==> config.mk <==
export PLATFORM = sky130hd
export DESIGN_NAME = motor_command_packet_framer
export DESIGN_NICKNAME = d
export VERILOG_FILES = /design/src/sv/mcpf_pkg.sv /design/src/sv/mcpf_front.sv /design/src/sv/mcpf_queue.sv /design/src/sv/mcpf_back.sv /design/src/sv/motor_command_packet_framer.sv
export SDC_FILE = /design/constraint.sdc
export NUM_CORES = 1
export LEC_CHECK = 0
export ABC_AREA = 1
export BUFFER_PORTS_ARGS = -buffer_cell sky130_fd_sc_hd__buf_2
export CAP_MARGIN = 25
export CORE_AREA = 2 2 105 107
export CTS_BUF_LIST = sky130_fd_sc_hd__clkbuf_4 sky130_fd_sc_hd__clkbuf_8
export DETAILED_ROUTE_END_ITERATION = 7
export DIE_AREA = 0 0 107 109
export HOLD_SLACK_MARGIN = 0.02
export PLACE_DENSITY_LB_ADDON = 0.25
export SLEW_MARGIN = 10
export SYNTH_ARGS = -nofsm -noshare
export SYNTH_HDL_FRONTEND = slang
export SYNTH_SLANG_ARGS = --single-unit
==> constraint.sdc <==
create_clock -name clock -period 2.6 [get_ports clock]
set_input_delay 0.52 -clock clock [delete_from_list [all_inputs] [get_ports clock]]
set_output_delay 0.52 -clock clock [all_outputs]
set_load 0.02 [all_outputs]
==> src/sv/mcpf_pkg.sv <==
// ----------------------------------------------------------------------------
// mcpf_pkg
// Shared types and constants for the motor command packet framer: command
// kinds, codes, header reset values and the descriptor passed front to back.
// ----------------------------------------------------------------------------
package mcpf_pkg;

   // command kinds on the request side
   typedef enum logic [1:0] {
      KIND_RUN       = 2'd0,
      KIND_FREE_STOP = 2'd1,
      KIND_BRAKE     = 2'd2,
      KIND_POWER_ON  = 2'd3
   } kind_type;

   // register indexes on the csr port
   localparam logic CSR_RX_HEADER = 1'b0;
   localparam logic CSR_TX_HEADER = 1'b1;

   localparam logic [7:0] RX_HEADER_RESET = 8'd183;
   localparam logic [7:0] TX_HEADER_RESET = 8'd184;

   // command codes, payload lengths and fixed payloads
   localparam logic [7:0] CODE_RUN         = 8'd130;
   localparam logic [7:0] CODE_FREE_STOP   = 8'd5;
   localparam logic [7:0] CODE_BRAKE       = 8'd6;
   localparam logic [7:0] CODE_POWER_ON    = 8'd10;
   localparam logic [7:0] LEN_RUN          = 8'd2;
   localparam logic [7:0] LEN_FIXED        = 8'd1;
   localparam logic [7:0] PAYLOAD_STOP     = 8'd1;
   localparam logic [7:0] PAYLOAD_POWER_ON = 8'd5;

   // byte positions within a packet
   localparam int unsigned IDX_W = 3;
   localparam logic [IDX_W-1:0] POS_RX_HEADER = 3'd0;
   localparam logic [IDX_W-1:0] POS_TX_HEADER = 3'd1;
   localparam logic [IDX_W-1:0] POS_MOTOR_ID  = 3'd2;
   localparam logic [IDX_W-1:0] POS_CODE      = 3'd3;
   localparam logic [IDX_W-1:0] POS_LENGTH    = 3'd4;
   localparam logic [IDX_W-1:0] POS_PAYLOAD0  = 3'd5;
   localparam logic [IDX_W-1:0] POS_PAYLOAD1  = 3'd6;
   localparam logic [IDX_W-1:0] POS_LAST_RUN  = 3'd7;
   localparam logic [IDX_W-1:0] POS_LAST_FIX  = 3'd6;

   // command queue depth default
   localparam int unsigned QUEUE_DEPTH_DEFAULT = 2;

   // classified command, front to back
   typedef struct packed {
      logic       is_run;
      logic [7:0] motor_id;
      logic [7:0] code;
      logic [7:0] length;
      logic [7:0] payload0;
      logic [7:0] payload1;
   } desc_type;

   // header register values seen by the back end
   typedef struct packed {
      logic [7:0] rx;
      logic [7:0] tx;
   } hdr_type;

   // queue status towards front and back
   typedef struct packed {
      logic empty;
      logic full;
   } qstat_type;

endpackage

==> src/sv/mcpf_front.sv <==
// ----------------------------------------------------------------------------
// mcpf_front
// Accepts request beats and classifies them into packet descriptors: code,
// payload length and payload bytes, ready for the command queue.
// ----------------------------------------------------------------------------
module mcpf_front
   import mcpf_pkg::*;
(
   input  logic               req_valid,
   output logic               req_ready,
   input  logic [1:0]         req_type,
   input  logic [7:0]         req_motor_id,
   input  logic signed [15:0] req_speed_value,
   input  qstat_type          qstat,
   output logic               push,
   output desc_type           push_desc
);

   // take a beat whenever the queue has room
   assign req_ready = !qstat.full;
   assign push      = req_valid && !qstat.full;

   // command table lookup
   always_comb begin
      push_desc          = '0;
      push_desc.motor_id = req_motor_id;
      case (kind_type'(req_type))
         KIND_RUN: begin
            push_desc.is_run   = 1'b1;
            push_desc.code     = CODE_RUN;
            push_desc.length   = LEN_RUN;
            push_desc.payload0 = req_speed_value[7:0];
            push_desc.payload1 = req_speed_value[15:8];
         end
         KIND_FREE_STOP: begin
            push_desc.code     = CODE_FREE_STOP;
            push_desc.length   = LEN_FIXED;
            push_desc.payload0 = PAYLOAD_STOP;
         end
         KIND_BRAKE: begin
            push_desc.code     = CODE_BRAKE;
            push_desc.length   = LEN_FIXED;
            push_desc.payload0 = PAYLOAD_STOP;
         end
         default: begin
            push_desc.code     = CODE_POWER_ON;
            push_desc.length   = LEN_FIXED;
            push_desc.payload0 = PAYLOAD_POWER_ON;
         end
      endcase
   end

endmodule

==> src/sv/mcpf_queue.sv <==
// ----------------------------------------------------------------------------
// mcpf_queue
// Short first-in first-out queue of packet descriptors between the front
// and the back, so each side stalls on its own.
// ----------------------------------------------------------------------------
module mcpf_queue
   import mcpf_pkg::*;
#(
   parameter int unsigned QUEUE_DEPTH = QUEUE_DEPTH_DEFAULT
)
(
   input  logic      clock,
   input  logic      reset,
   input  logic      push,
   input  desc_type  push_desc,
   input  logic      pop,
   output desc_type  pop_desc,
   output qstat_type qstat
);

   localparam int unsigned PTR_W = (QUEUE_DEPTH > 1) ? $clog2(QUEUE_DEPTH) : 1;
   localparam int unsigned CNT_W = $clog2(QUEUE_DEPTH + 1);
   localparam logic [PTR_W-1:0] PTR_LAST = PTR_W'(QUEUE_DEPTH - 1);
   localparam logic [CNT_W-1:0] CNT_FULL = CNT_W'(QUEUE_DEPTH);

   desc_type         entries_ff [QUEUE_DEPTH];
   logic [PTR_W-1:0] wr_ptr_ff, wr_ptr_in;
   logic [PTR_W-1:0] rd_ptr_ff, rd_ptr_in;
   logic [CNT_W-1:0] count_ff,  count_in;
   logic             do_push, do_pop;

   assign qstat.empty = (count_ff == '0);
   assign qstat.full  = (count_ff == CNT_FULL);
   assign do_push     = push && !qstat.full;
   assign do_pop      = pop && !qstat.empty;
   assign pop_desc    = entries_ff[rd_ptr_ff];

   // pointer and fill count update
   always_comb begin
      wr_ptr_in = wr_ptr_ff;
      rd_ptr_in = rd_ptr_ff;
      count_in  = count_ff;
      if (do_push) begin
         wr_ptr_in = (wr_ptr_ff == PTR_LAST) ? '0 : wr_ptr_ff + 1'b1;
      end
      if (do_pop) begin
         rd_ptr_in = (rd_ptr_ff == PTR_LAST) ? '0 : rd_ptr_ff + 1'b1;
      end
      if (do_push && !do_pop) begin
         count_in = count_ff + 1'b1;
      end else if (do_pop && !do_push) begin
         count_in = count_ff - 1'b1;
      end
   end

   always_ff @(posedge clock) begin
      if (reset) begin
         wr_ptr_ff <= '0;
         rd_ptr_ff <= '0;
         count_ff  <= '0;
      end else begin
         wr_ptr_ff <= wr_ptr_in;
         rd_ptr_ff <= rd_ptr_in;
         count_ff  <= count_in;
      end
   end

   // storage, no reset needed
   always_ff @(posedge clock) begin
      if (do_push) begin
         entries_ff[wr_ptr_ff] <= push_desc;
      end
   end

endmodule

==> src/sv/mcpf_back.sv <==
// ----------------------------------------------------------------------------
// mcpf_back
// Serialises a descriptor into packet bytes, one per cycle unless rsp stalls,
// with a running sum for the checksum byte; drives the response register.
// ----------------------------------------------------------------------------
module mcpf_back
   import mcpf_pkg::*;
(
   input  logic       clock,
   input  logic       reset,
   input  hdr_type    hdr,
   input  qstat_type  qstat,
   input  desc_type   pop_desc,
   output logic       pop,
   output logic       rsp_valid,
   input  logic       rsp_ready,
   output logic [7:0] rsp_packet_byte,
   output logic       rsp_last_byte
);

   logic             active_ff,  active_in;
   desc_type         desc_ff,    desc_in;
   logic [IDX_W-1:0] idx_ff,     idx_in;
   logic [7:0]       sum_ff,     sum_in;
   logic             rsp_valid_ff, rsp_valid_in;
   logic [7:0]       rsp_byte_ff,  rsp_byte_in;
   logic             rsp_last_ff,  rsp_last_in;
   logic             advance, is_last;
   logic [7:0]       cur_byte;
   logic [IDX_W-1:0] last_pos;

   assign rsp_valid       = rsp_valid_ff;
   assign rsp_packet_byte = rsp_byte_ff;
   assign rsp_last_byte   = rsp_last_ff;

   // emit a beat whenever the output register is free or being drained
   assign advance  = active_ff && (!rsp_valid_ff || rsp_ready);
   assign last_pos = desc_ff.is_run ? POS_LAST_RUN : POS_LAST_FIX;
   assign is_last  = (idx_ff == last_pos);
   assign pop      = (!active_ff || (advance && is_last)) && !qstat.empty;

   // byte at the current position
   always_comb begin
      case (idx_ff)
         POS_RX_HEADER: cur_byte = hdr.rx;
         POS_TX_HEADER: cur_byte = hdr.tx;
         POS_MOTOR_ID:  cur_byte = desc_ff.motor_id;
         POS_CODE:      cur_byte = desc_ff.code;
         POS_LENGTH:    cur_byte = desc_ff.length;
         POS_PAYLOAD0:  cur_byte = desc_ff.payload0;
         POS_PAYLOAD1:  cur_byte = desc_ff.is_run ? desc_ff.payload1 : 8'(-sum_ff);
         default:       cur_byte = 8'(-sum_ff);
      endcase
   end

   // sequencer and output register next state
   always_comb begin
      active_in    = active_ff;
      desc_in      = desc_ff;
      idx_in       = idx_ff;
      sum_in       = sum_ff;
      rsp_valid_in = rsp_valid_ff && !rsp_ready;
      rsp_byte_in  = rsp_byte_ff;
      rsp_last_in  = rsp_last_ff;
      if (advance) begin
         rsp_valid_in = 1'b1;
         rsp_byte_in  = cur_byte;
         rsp_last_in  = is_last;
         idx_in       = idx_ff + 1'b1;
         sum_in       = sum_ff + cur_byte;
         if (is_last) begin
            active_in = 1'b0;
         end
      end
      if (pop) begin
         active_in = 1'b1;
         desc_in   = pop_desc;
         idx_in    = '0;
         sum_in    = '0;
      end
   end

   always_ff @(posedge clock) begin
      if (reset) begin
         active_ff    <= 1'b0;
         rsp_valid_ff <= 1'b0;
      end else begin
         active_ff    <= active_in;
         rsp_valid_ff <= rsp_valid_in;
      end
   end

   always_ff @(posedge clock) begin
      desc_ff     <= desc_in;
      idx_ff      <= idx_in;
      sum_ff      <= sum_in;
      rsp_byte_ff <= rsp_byte_in;
      rsp_last_ff <= rsp_last_in;
   end

endmodule

==> src/sv/motor_command_packet_framer.sv <==
// ----------------------------------------------------------------------------
// motor_command_packet_framer
// Frames motor-driver commands into serial packets: two header bytes, id,
// code, length, payload and a two's complement checksum, one byte a beat.
// ----------------------------------------------------------------------------
//  channel | ports                                   | beat
//  --------+-----------------------------------------+----------------------
//  req     | req_valid/ready, type, motor_id, speed  | one command
//  rsp     | rsp_valid/ready, packet_byte, last_byte | one packet byte
//  csr     | csr_write_enable, csr_index, data       | one header register
//
//  A run packet has 8 bytes, the others 7: one byte per cycle from the
//  back-end serialiser unless rsp stalls. Packets follow with no gap.
//  The command queue holds QUEUE_DEPTH commands, so requests keep being
//  taken while rsp is stalled until the queue fills.
//  Synchronous reset empties the queue and the output register and loads
//  the header reset values.
// ----------------------------------------------------------------------------
module motor_command_packet_framer
   import mcpf_pkg::*;
#(
   parameter int unsigned QUEUE_DEPTH = QUEUE_DEPTH_DEFAULT
)
(
   input  logic               clock,
   input  logic               reset,
   input  logic               req_valid,
   output logic               req_ready,
   input  logic [1:0]         req_type,
   input  logic [7:0]         req_motor_id,
   input  logic signed [15:0] req_speed_value,
   output logic               rsp_valid,
   input  logic               rsp_ready,
   output logic [7:0]         rsp_packet_byte,
   output logic               rsp_last_byte,
   input  logic               csr_write_enable,
   input  logic               csr_index,
   input  logic [7:0]         csr_write_data
);

   hdr_type   hdr_ff, hdr_in;
   qstat_type qstat;
   desc_type  push_desc, pop_desc;
   logic      push, pop;

   // header registers
   always_comb begin
      hdr_in = hdr_ff;
      if (csr_write_enable) begin
         case (csr_index)
            CSR_RX_HEADER: hdr_in.rx = csr_write_data;
            CSR_TX_HEADER: hdr_in.tx = csr_write_data;
            default:       hdr_in = hdr_ff;
         endcase
      end
   end

   always_ff @(posedge clock) begin
      if (reset) begin
         hdr_ff.rx <= RX_HEADER_RESET;
         hdr_ff.tx <= TX_HEADER_RESET;
      end else begin
         hdr_ff <= hdr_in;
      end
   end

   mcpf_front u_front (
      .req_valid       (req_valid),
      .req_ready       (req_ready),
      .req_type        (req_type),
      .req_motor_id    (req_motor_id),
      .req_speed_value (req_speed_value),
      .qstat           (qstat),
      .push            (push),
      .push_desc       (push_desc)
   );

   mcpf_queue #(
      .QUEUE_DEPTH (QUEUE_DEPTH)
   ) u_queue (
      .clock     (clock),
      .reset     (reset),
      .push      (push),
      .push_desc (push_desc),
      .pop       (pop),
      .pop_desc  (pop_desc),
      .qstat     (qstat)
   );

   mcpf_back u_back (
      .clock           (clock),
      .reset           (reset),
      .hdr             (hdr_ff),
      .qstat           (qstat),
      .pop_desc        (pop_desc),
      .pop             (pop),
      .rsp_valid       (rsp_valid),
      .rsp_ready       (rsp_ready),
      .rsp_packet_byte (rsp_packet_byte),
      .rsp_last_byte   (rsp_last_byte)
   );

endmodule

# Word level (Yosys, flattened, before mapping)
# Memory sizes are Yosys's and may differ from the RTL's. A register that Yosys moved wholly into a read port is not among the register bits.
# Index checks and enable logic that the tools add are counted.
# classes
n_addsub	7
eq_ne	10
n_mux	16
n_bitwise	1
reduce_logical	27
# ops
cell	n
$pmux W24 S3	1
$pmux W8 S7	1
$mux W8	2
$mux W1	10
$eq A3 B3 Y1 const B	3
$logic_and A1 B1 Y1	9
$add A8 B8 Y8	1
$neg A8 Y8	1
$logic_not A1 Y1	7
$eq A3 B2 Y1 const B	2
$reduce_and A2 Y1	3
$reduce_bool A2 Y1	3
$eq A2 B2 Y1 const B	2
$logic_not A2 Y1	2
$mux W2	2
$add A3 B1 Y3 const B	1
$eq A3 B1 Y1 const B	1
$eq A3 B3 Y1	1
$logic_not A3 Y1	1
$add A1 B1 Y1 const B	2
$add A2 B1 Y2 const B	1
$eq A2 B1 Y1 const B	1
$logic_or A1 B1 Y1	2
$sub A2 B1 Y2 const B	1
$not A1 Y1	1
# word_totals
ff_bits	42
mem_bits_rw	82
inputBits	40
out_inout_bits	11
wordCells	73
memories	1
# mem_list
name	depth	word_bits	read_ports	rd_ports_with_merged_regs	write_ports	line_no	text
u_queue.entries_ff	2	41	1	1	1	mcpf_queue.sv:26	desc_type entries_ff [QUEUE_DEPTH];

# Logic depth before layout (Yosys ltp)
# Gate-level depths: netlist of the first run.
# logic_depth
ltp_word	10
depth_mapped	21
mapped_depth_nobuf	20

# Modules after synthesis
# Synthesis of the first run repeated with hierarchy kept, for this count alone.
# unflattened
cells_unflattened	597
hier_area_um2	7409.6
# by_module_without_submodules
module	instances	cells_per_inst	area_per_inst_um2
mcpf_queue	1	165	3418.3
mcpf_back	1	289	3019.1
motor_command_packet_framer	1	77	588.1
mcpf_front	1	66	384.1

# Worst setup path after synthesis of the first run
# OpenSTA, ideal clock, no wires.
# synth_timing
kind	reg-to-reg
from	register u_back.idx_ff[2]
to	register u_back.sum_ff[6]
t_arrival_ns	2.691
required_time_ns	2.487
slack_ns	-0.204
path_stages_with_launch	22
path_buffers	1
synth_period_minus_slack_ns	2.804
cell_sequence	dfxtp_1 > buf_4 > inv_2 > ha_1 > inv_1 > nand3_1 > inv_1 > a221oi_1 > nand3_1 > o21ai_0 > inv_1 > ha_1 > fa_1 > nand3_1 > nand3_1 > nand2_1 > nand2_1 > nand2_1 > nand2_1 > xor2_1 > o21ai_1 > inv_2
# synth_between
word_cells_on_any_way	13
classes_between	1 x add/sub; 7 x eq/ne; 1 x mux; 4 x reduce/logical
# synth_lines
element	line_no	text
start: declaration	mcpf_back.sv:23	logic [IDX_W-1:0] idx_ff, idx_in;
start signal: assignment	mcpf_back.sv:95	idx_ff <= idx_in;
$eq A3 B3 Y1 (tied with other cells)	mcpf_back.sv:44	case (idx_ff)
$pmux W8 S7 *	mcpf_back.sv:44	
named net u_back.cur_byte[0]	mcpf_back.sv:29	logic [7:0] cur_byte;
$add A8 B8 Y8 *	mcpf_back.sv:70	sum_in = sum_ff + cur_byte;
end signal: assignment	mcpf_back.sv:96	sum_ff <= sum_in;
end: declaration	mcpf_back.sv:24	logic [7:0] sum_ff, sum_in;
# Mark *: on every way through the listed nets, which the timed path passes. The rest lies on a longest branch.
# A chain may end at the register's enable or synchronous reset.

# Worst setup path in the final report of the first run
# layout_timing
from	register u_back.idx_ff[1]
to	register u_back.sum_ff[6]
# Same word-level chain as after synthesis.

==> reports/metrics.yaml, run 1 <==
dieArea_sq_mm: 0.01166
drc_errors: 0
io_buffers: 50
maxCapViolCount: 0
fin_ws_ns: -0.09885
num_rows: 38
hold_buffers: 0
avgSynthCellArea_sq_um: 10.09
grt_start_max_net_pins: 37
h-tree-depth: 4
critical_path_class: "reg -> reg"
synthAdderAreaFrac_pct: 4.507
fin_util_pct: 69.90
synth.distinct_cells: 37
setup_viol: 4
worst-path-stages: 19
rr_startpoint: "u_back.idx_ff[1]"
wl_per_cell_um: 15.60
cp.required_ns: 2.94
fin_crit_ns: 2.699
seq_power_share_pct: 35.2
post-place-ws_ns: -0.3495
switching_power_mw: 3.758
rsz0062_at_grt: "yes"
power_density_mw_per_mm2: 1295
gr-total-overflow: 0
dp_hpwl_mm: 8.279
reg2reg_depth: 19
clock.fmax_mhz: 370.5
pwr-share-clk_pct: 16.1
cts_buffers: 17
yosys_warnings: 0
slowest_delay_ns: 0.41
crit_family: "adder cells"
vias: 4327
initialDrtViolationCount: 227
finalHoldViolCount: 0
wl_mm: 13.08
syn_inst: 567
drv_slew: 0
maxSlewHeadroom_pct: 44.89
hold_path_class: "in -> reg"
total_power_mw: 9.594
antenna_found_initial: 0
sw_frac_of_total_pct: 39.16
worstPathArrival_ns: 3.04
clk_pin_slew_ns: 0.08
gp_congestion: 0.8909
cts_tree: "yes"
reg2reg_to: "u_back.sum_ff[6]"
area_growth_pct: 29.58
grt_use_total_pct: 22.72
synth.area.mux_share_pct: 0
startpoint_type: "flop"
core_sq_mm: 0.01060
dr.pass1.iters: 5
min_period_over_period_pct: 103.8
drive_gt1_share_pct: 32.66
peakVddDrop_v: 0.0007532
worst-path-buf-inv: 5
crit_end: "u_back.sum_ff[6]"
die-width_um: 107
crit_path_start: "u_back.idx_ff[1]"
grt_first_pass_wirelength_mm: 19.72
antenna_cells: 0
start_util_pct: 53.94
clkLatencyLatePin_ns: 0.45
status: "finished, violations left"
synth_top_family_by_area: "simple AND/OR/NAND/NOR gates"
intPower_mw: 5.837
critPathCaptureType: "flop"
tightest_slew_ns: 0.8258
synth-compound-area-share_pct: 6.738
synth_nets: 627
cpMaxStageDelayCell: "dfxtp_4"
seq_area_frac_synth_pct: 63.53
violations: "setup timing"
final_nets: 746
crit_fanout: 6
cpMostUsedCell: "nand2_1"
finalSetupTns_ns: -0.3272
yosys.area_share.xor_xnor_pct: 1.072
die_y_um: 109
synth_area_sq_mm: 0.005719
worst-r2r-setup-slack_ns: -0.1
path_cells: "inv_4, ha_4, nand2_2, inv_2, buf_4, a221oi_4, nand3_2, o21ai_2, inv_2, fa_2, nand3_2, nand3_2, nand2_1, nand2_1, nand2_1, nand2_1, xor2_1, o21ai_1, inv_2"
ant_nets: 0
clockBufferDepth: 2
cts_sinks: 132
vias_per_cell: 5.163
io_pins: 51
combPwrFrac_pct: 48.7
synthSimpleGateAreaFrac_pct: 19.16
worst_hold_slack_ns: 0.2535
first_global_vias: 4208
p_leak_nw: 3.234
cts_root_buf: "clkbuf_8"
synth-seq-cells: 132
clock_skew_ns: 0.01262
==> area by class of cell <==
| type | instances | area [sq um] |
|---|---|---|
| sequential | 132 | 3642 |
| fill | 787 | 3192 |
| multi-input combinational | 362 | 2263 |
| timing repair buffer | 111 | 715.7 |
| inverter | 62 | 262.8 |
| clock buffer | 18 | 241.5 |
| tap | 140 | 175.2 |
| clock inverter | 13 | 110.1 |
==> cell usage after synthesis (all sizes together) <==
master  number  share of area (%)
xnor2        2               0.31
a31oi        1               0.11
nand3       34                3.0
and2         1               0.11
o31ai        1               0.13
a211o        1               0.15
clkbuf       8               0.53
o211ai       2               0.26
nand4        4               0.44
a21boi       2               0.26
a221oi       8                1.2
inv         61                4.1
clkinv       1              0.087
or2          2               0.22
nor3         1              0.087
xor2         5               0.77
buf          3               0.28
a21o         1               0.13
nand2      196                 13
ha          19                4.2
o21ai       23                2.2
a21oi       21                2.0
nor2        35                2.3
o21a         1               0.13
fa           1               0.35
edfxtp      99                 52
dfxtp       33                 12
a22o         1               0.15
==> state kept, by name, summed over array words and instances, names as in the netlist <==
register                flops
u_back.rsp_packet_byte      8
u_back.rsp_last_byte        1
u_back.rsp_valid            1
u_back.sum_ff               8
u_back.active_ff            1
u_back.idx_ff               3
hdr_ff                     16
u_back.desc_ff             30
u_queue.entries_ff         60
u_queue.wr_ptr_ff           1
u_queue.rd_ptr_ff           1
u_queue.count_ff            2
==> through the flow <==
step | cells | area [sq um]
after floorplan | 567 | 5764
after global placement | 790 | 6479
after detailed placement | 790 | 6479
after CTS | 827 | 7052
after global routing | 838 | 7411
final | 838 | 7411
==> cell usage in the layout (no fill, tap or decap), drive strengths merged <==
cell,instances
nand2,196
buf,111
edfxtp,99
inv,64
nor2,35
nand3,34
dfxtp,33
o21ai,23
a21oi,21
ha,19
clkbuf,18
a221oi,8
clkinv,7
xor2,5
nand4,4
clkinvlp,3
o211ai,2
or2,2
a21boi,2
xnor2,2
a22o,1
o31ai,1
a211o,1
a21o,1
a31oi,1
and2,1
o21a,1
nor3,1
fa,1
bufinv,1
==> timing repair <==
item,in CTS,in global routing
pin swaps,14,36
endpoints found under the setup margin,6,6
resized for setup,40,64
setup buffers,6,11
==> how the worst min path moves through the flow <==
stage / slack (ns) / cells past startpoint / to / start
CTS: 0.23 / 1 / u_queue.entries_ff[1][35] / req_motor_id[3]
global route: 0.23 / 1 / u_queue.entries_ff[1][38] / req_motor_id[6]
detailed placement: 0.46 / 2 / hdr_ff[10] / hdr_ff[10]
global placement: 0.46 / 2 / hdr_ff[12] / hdr_ff[12]
finish: 0.25 / 1 / u_queue.entries_ff[1][35] / req_motor_id[3]
floorplan: 0.43 / 2 / hdr_ff[10] / hdr_ff[10]
==> cell families after synthesis <==
family	Yosys count
simple gates	273
flops	132
buf+inv	73
compound gates	62
fa+ha+maj	20
xor+xnor	7
==> worst register-to-register path, cell delays in order, from the launching register on <==
cell and delay, ns:
dfxtp_4 0.41, inv_4 0.06, ha_4 0.17, nand2_2 0.07
inv_2 0.08, buf_4 0.16, a221oi_4 0.30, nand3_2 0.11
o21ai_2 0.08, inv_2 0.09, fa_2 0.39, nand3_2 0.08
nand3_2 0.08, nand2_1 0.07, nand2_1 0.04, nand2_1 0.05
nand2_1 0.05, xor2_1 0.13, o21ai_1 0.15, inv_2 0.03
==> layer usage <==
metal	vias up	part of all wire [%]	global-route usage, %
met5	-	0	0
met4	0	2.7	11.50
met3	32	5.3	6.276
met2	121	50	38.44
met1	2042	42	26.76
li1	2132	-	-
==> power by group through the flow <==
stage,registers (mW),logic (mW),clock network (mW)
detailed placement,3.33,3.29,0
floorplan,3.33,2.01,0
global placement,3.33,3.19,0
CTS,3.32,3.67,1.57
finish,3.37,4.68,1.54
global route,3.41,5.09,1.66
No activity file was read; power rests on OpenSTA's default activity.
==> run 2, diff against run 1 <==
Settings changed: PLACE_DENSITY from default to 0.74, PLACE_DENSITY_LB_ADDON 0.25 to default.
==> reports/metrics.yaml, run 2 (synthesized netlist as in run 1, its figures left out) <==
vias: 4289  # was 4327
seq_power_share_pct: 36.5  # was 35.2%
setup_viol: 5  # was 4
fin_util_pct: 68.27  # was 69.90%
min_path_cells: 1  # unchanged
drv_slew: 0  # unchanged
design_area_sq_mm: 0.007238  # was 0.007411 sq mm
worst-r2r-setup-slack_ns: -0.19  # was -0.1 ns
die-width_um: 107  # unchanged
clock.fmax_mhz: 357.8  # was 370.5 MHz
start_util_pct: 53.94  # unchanged
wl_mm: 13.05  # was 13.08 mm
grt_use_total_pct: 23.81  # was 22.72%
status: "finished, violations left"  # unchanged
cts_root_buf: "clkbuf_8"  # unchanged
dp_hpwl_mm: 8.797  # was 8.279 mm
place_area_sq_mm: 0.006531  # was 0.006479 sq mm
dieArea_sq_mm: 0.01166  # unchanged
reg2reg_to: "u_back.sum_ff[4]"  # was u_back.sum_ff[6]
hold_buffers: 0  # unchanged
intPower_mw: 5.685  # was 5.837 mW
clkLatencyLatePin_ns: 0.45  # about the same
first_global_vias: 4219  # was 4208
initialDrtViolationCount: 267  # was 227
switching_power_mw: 3.459  # was 3.758 mW
drive_gt1_share_pct: 28.59  # was 32.66%
antenna_found_initial: 0  # unchanged
rsz0062_at_grt: "yes"  # unchanged
combPwrFrac_pct: 46.5  # was 48.7%
final_nets: 750  # was 746
peakVddDrop_v: 0.0006779  # was 0.0007532 V
core_sq_mm: 0.01060  # unchanged
cts_tree: "yes"  # unchanged
rr_startpoint: "u_back.idx_ff[1]"  # unchanged
clk_pin_slew_ns: 0.08  # about the same
final_cell_mix: "nand2_1, edfxtp_1, buf_4, inv_1, buf_2"  # was nand2_1, edfxtp_1, buf_4, buf_2, inv_1
largest_reg_flops: 60  # unchanged
maxCapViolCount: 0  # unchanged
grt_start_max_net_pins: 37  # unchanged
startpoint_type: "flop"  # unchanged
crit_end: "u_back.sum_ff[4]"  # was u_back.sum_ff[6]
grt_first_pass_wirelength_mm: 20.46  # was 19.72 mm
ant_nets: 0  # unchanged
vias_per_cell: 5.088  # was 5.163
hold_path_class: "in -> reg"  # unchanged
crit_fanout: 5  # was 6
reg_top3: "u_queue.entries_ff x60, u_back.desc_ff x30, hdr_ff x16"  # unchanged
wl_per_cell_um: 15.49  # was 15.60 um
area_growth_pct: 26.56  # was 29.58%
mostFrequentLayoutCell: "nand2_1"  # unchanged
cp.required_ns: 2.93  # was 2.94 ns
total_power_mw: 9.144  # was 9.594 mW
drc_errors: 0  # unchanged
maxSlewHeadroom_pct: 56.69  # was 44.89%
tightest_slew_ns: 0.6472  # was 0.8258 ns
io_pins: 51  # unchanged
fin_crit_ns: 2.795  # was 2.699 ns
critPathCaptureType: "flop"  # unchanged
cts_buffers: 17  # unchanged
min_period_over_period_pct: 107.5  # was 103.8%
largest_register: "u_queue.entries_ff"  # unchanged
die_y_um: 109  # unchanged
clock_skew_ns: 0.01207  # was 0.01262 ns
finalHoldViolCount: 0  # unchanged
gp_congestion: 0.8922  # was 0.8909
critical_path_class: "reg -> reg"  # unchanged
dr.pass1.iters: 5  # unchanged
finalSetupTns_ns: -0.6777  # was -0.3272 ns
clockBufferDepth: 2  # unchanged
cts_sinks: 132  # unchanged
reg2reg_depth: 19  # unchanged
io_buffers: 50  # unchanged
p_leak_nw: 3.235  # was 3.234 nW
antenna_cells: 0  # unchanged
sw_frac_of_total_pct: 37.83  # was 39.16%
h-tree-depth: 4  # unchanged
power_density_mw_per_mm2: 1263  # was 1295 mW/mm^2
pwr-share-clk_pct: 17.1  # was 16.1%
gr-total-overflow: 0  # unchanged
worstPathArrival_ns: 3.13  # was 3.04 ns
violations: "setup timing"  # unchanged
fin_ws_ns: -0.1947  # was -0.09885 ns
crit_path_start: "u_back.idx_ff[1]"  # unchanged
num_rows: 38  # unchanged
## run 2: changes by cell type in the layout (fill, tap and decap cells not counted), moves of 5 or more
cell	change
inv_1	+8
inv_4	-5
ha_1	+5
nand2_1	+6
## run 2: cell type report
| type | count | area (sq um) |
|---|---|---|
| well taps | 140 | 175.2 |
| fillers | 832 | 3364 |
| flip-flops and latches | 132 | 3641 |
| repair buffers | 115 | 762.0 |
| clock inverters | 13 | 111.4 |
| multi-input cells | 362 | 2056 |
| inverters | 62 | 244.0 |
| clock buffers | 19 | 249.0 |
## run 2: worst max-delay path: stages (launching register included)
cell	delay, ns
dfxtp_4	0.38
buf_6	0.10
ha_4	0.12
ha_4	0.14
inv_2	0.05
nand3_4	0.09
inv_2	0.05
a221oi_2	0.18
nand3_1	0.10
o21ai_1	0.08
inv_1	0.09
ha_4	0.18
fa_2	0.40
nand3_2	0.08
nand3_2	0.07
buf_4	0.13
buf_4	0.12
buf_4	0.13
xnor2_2	0.11
a21oi_1	0.07
## run 2: what timing repair did
action,in CTS,in global routing
setup buffers,8,5
endpoints found under the setup margin,5,6
gates resized for setup,32,17
gates cloned,0,0
pin swaps,14,13
## run 2: worst min path at each step
stage	from	end
detailed placement	hdr_ff[10]	hdr_ff[10]
global route	req_motor_id[2]	u_queue.entries_ff[1][34]
finish	req_motor_id[2]	u_queue.entries_ff[1][34]
floorplan	hdr_ff[10]	hdr_ff[10]
CTS	req_motor_id[0]	u_queue.entries_ff[1][32]
global placement	hdr_ff[10]	hdr_ff[10]
## run 2: metrics by stage
stage	hold slack (ns)	setup slack, ns	cells
global placement	0.4556	-0.2926	797
finish	0.2507	-0.1947	843
detailed placement	0.4702	-0.3410	797
floorplan	0.4292	0.007956	567
global route	0.2219	-0.3251	843
CTS	0.2311	-0.1308	837
## run 2: per-layer routing
| metal | track usage (%) | vias up | wire, um |
|---|---|---|---|
| met4 | 11.22 | 0 | 352 |
| met1 | 27.74 | 2029 | 5435 |
| met5 | 0 | - | 0 |
| met3 | 6.216 | 23 | 602 |
| met2 | 41.31 | 102 | 6664 |
| li1 | - | 2135 | - |
## run 2: power groups by stage
stage                     Combinational [mW]  Sequential [mW]  Clock [mW]
after CTS                               3.83             3.33        1.58
after global placement                  3.40             3.34           0
after detailed placement                3.49             3.35           0
after global routing                    4.68             3.38        1.68
after floorplan                         2.01             3.33           0
final                                   4.25             3.34        1.56
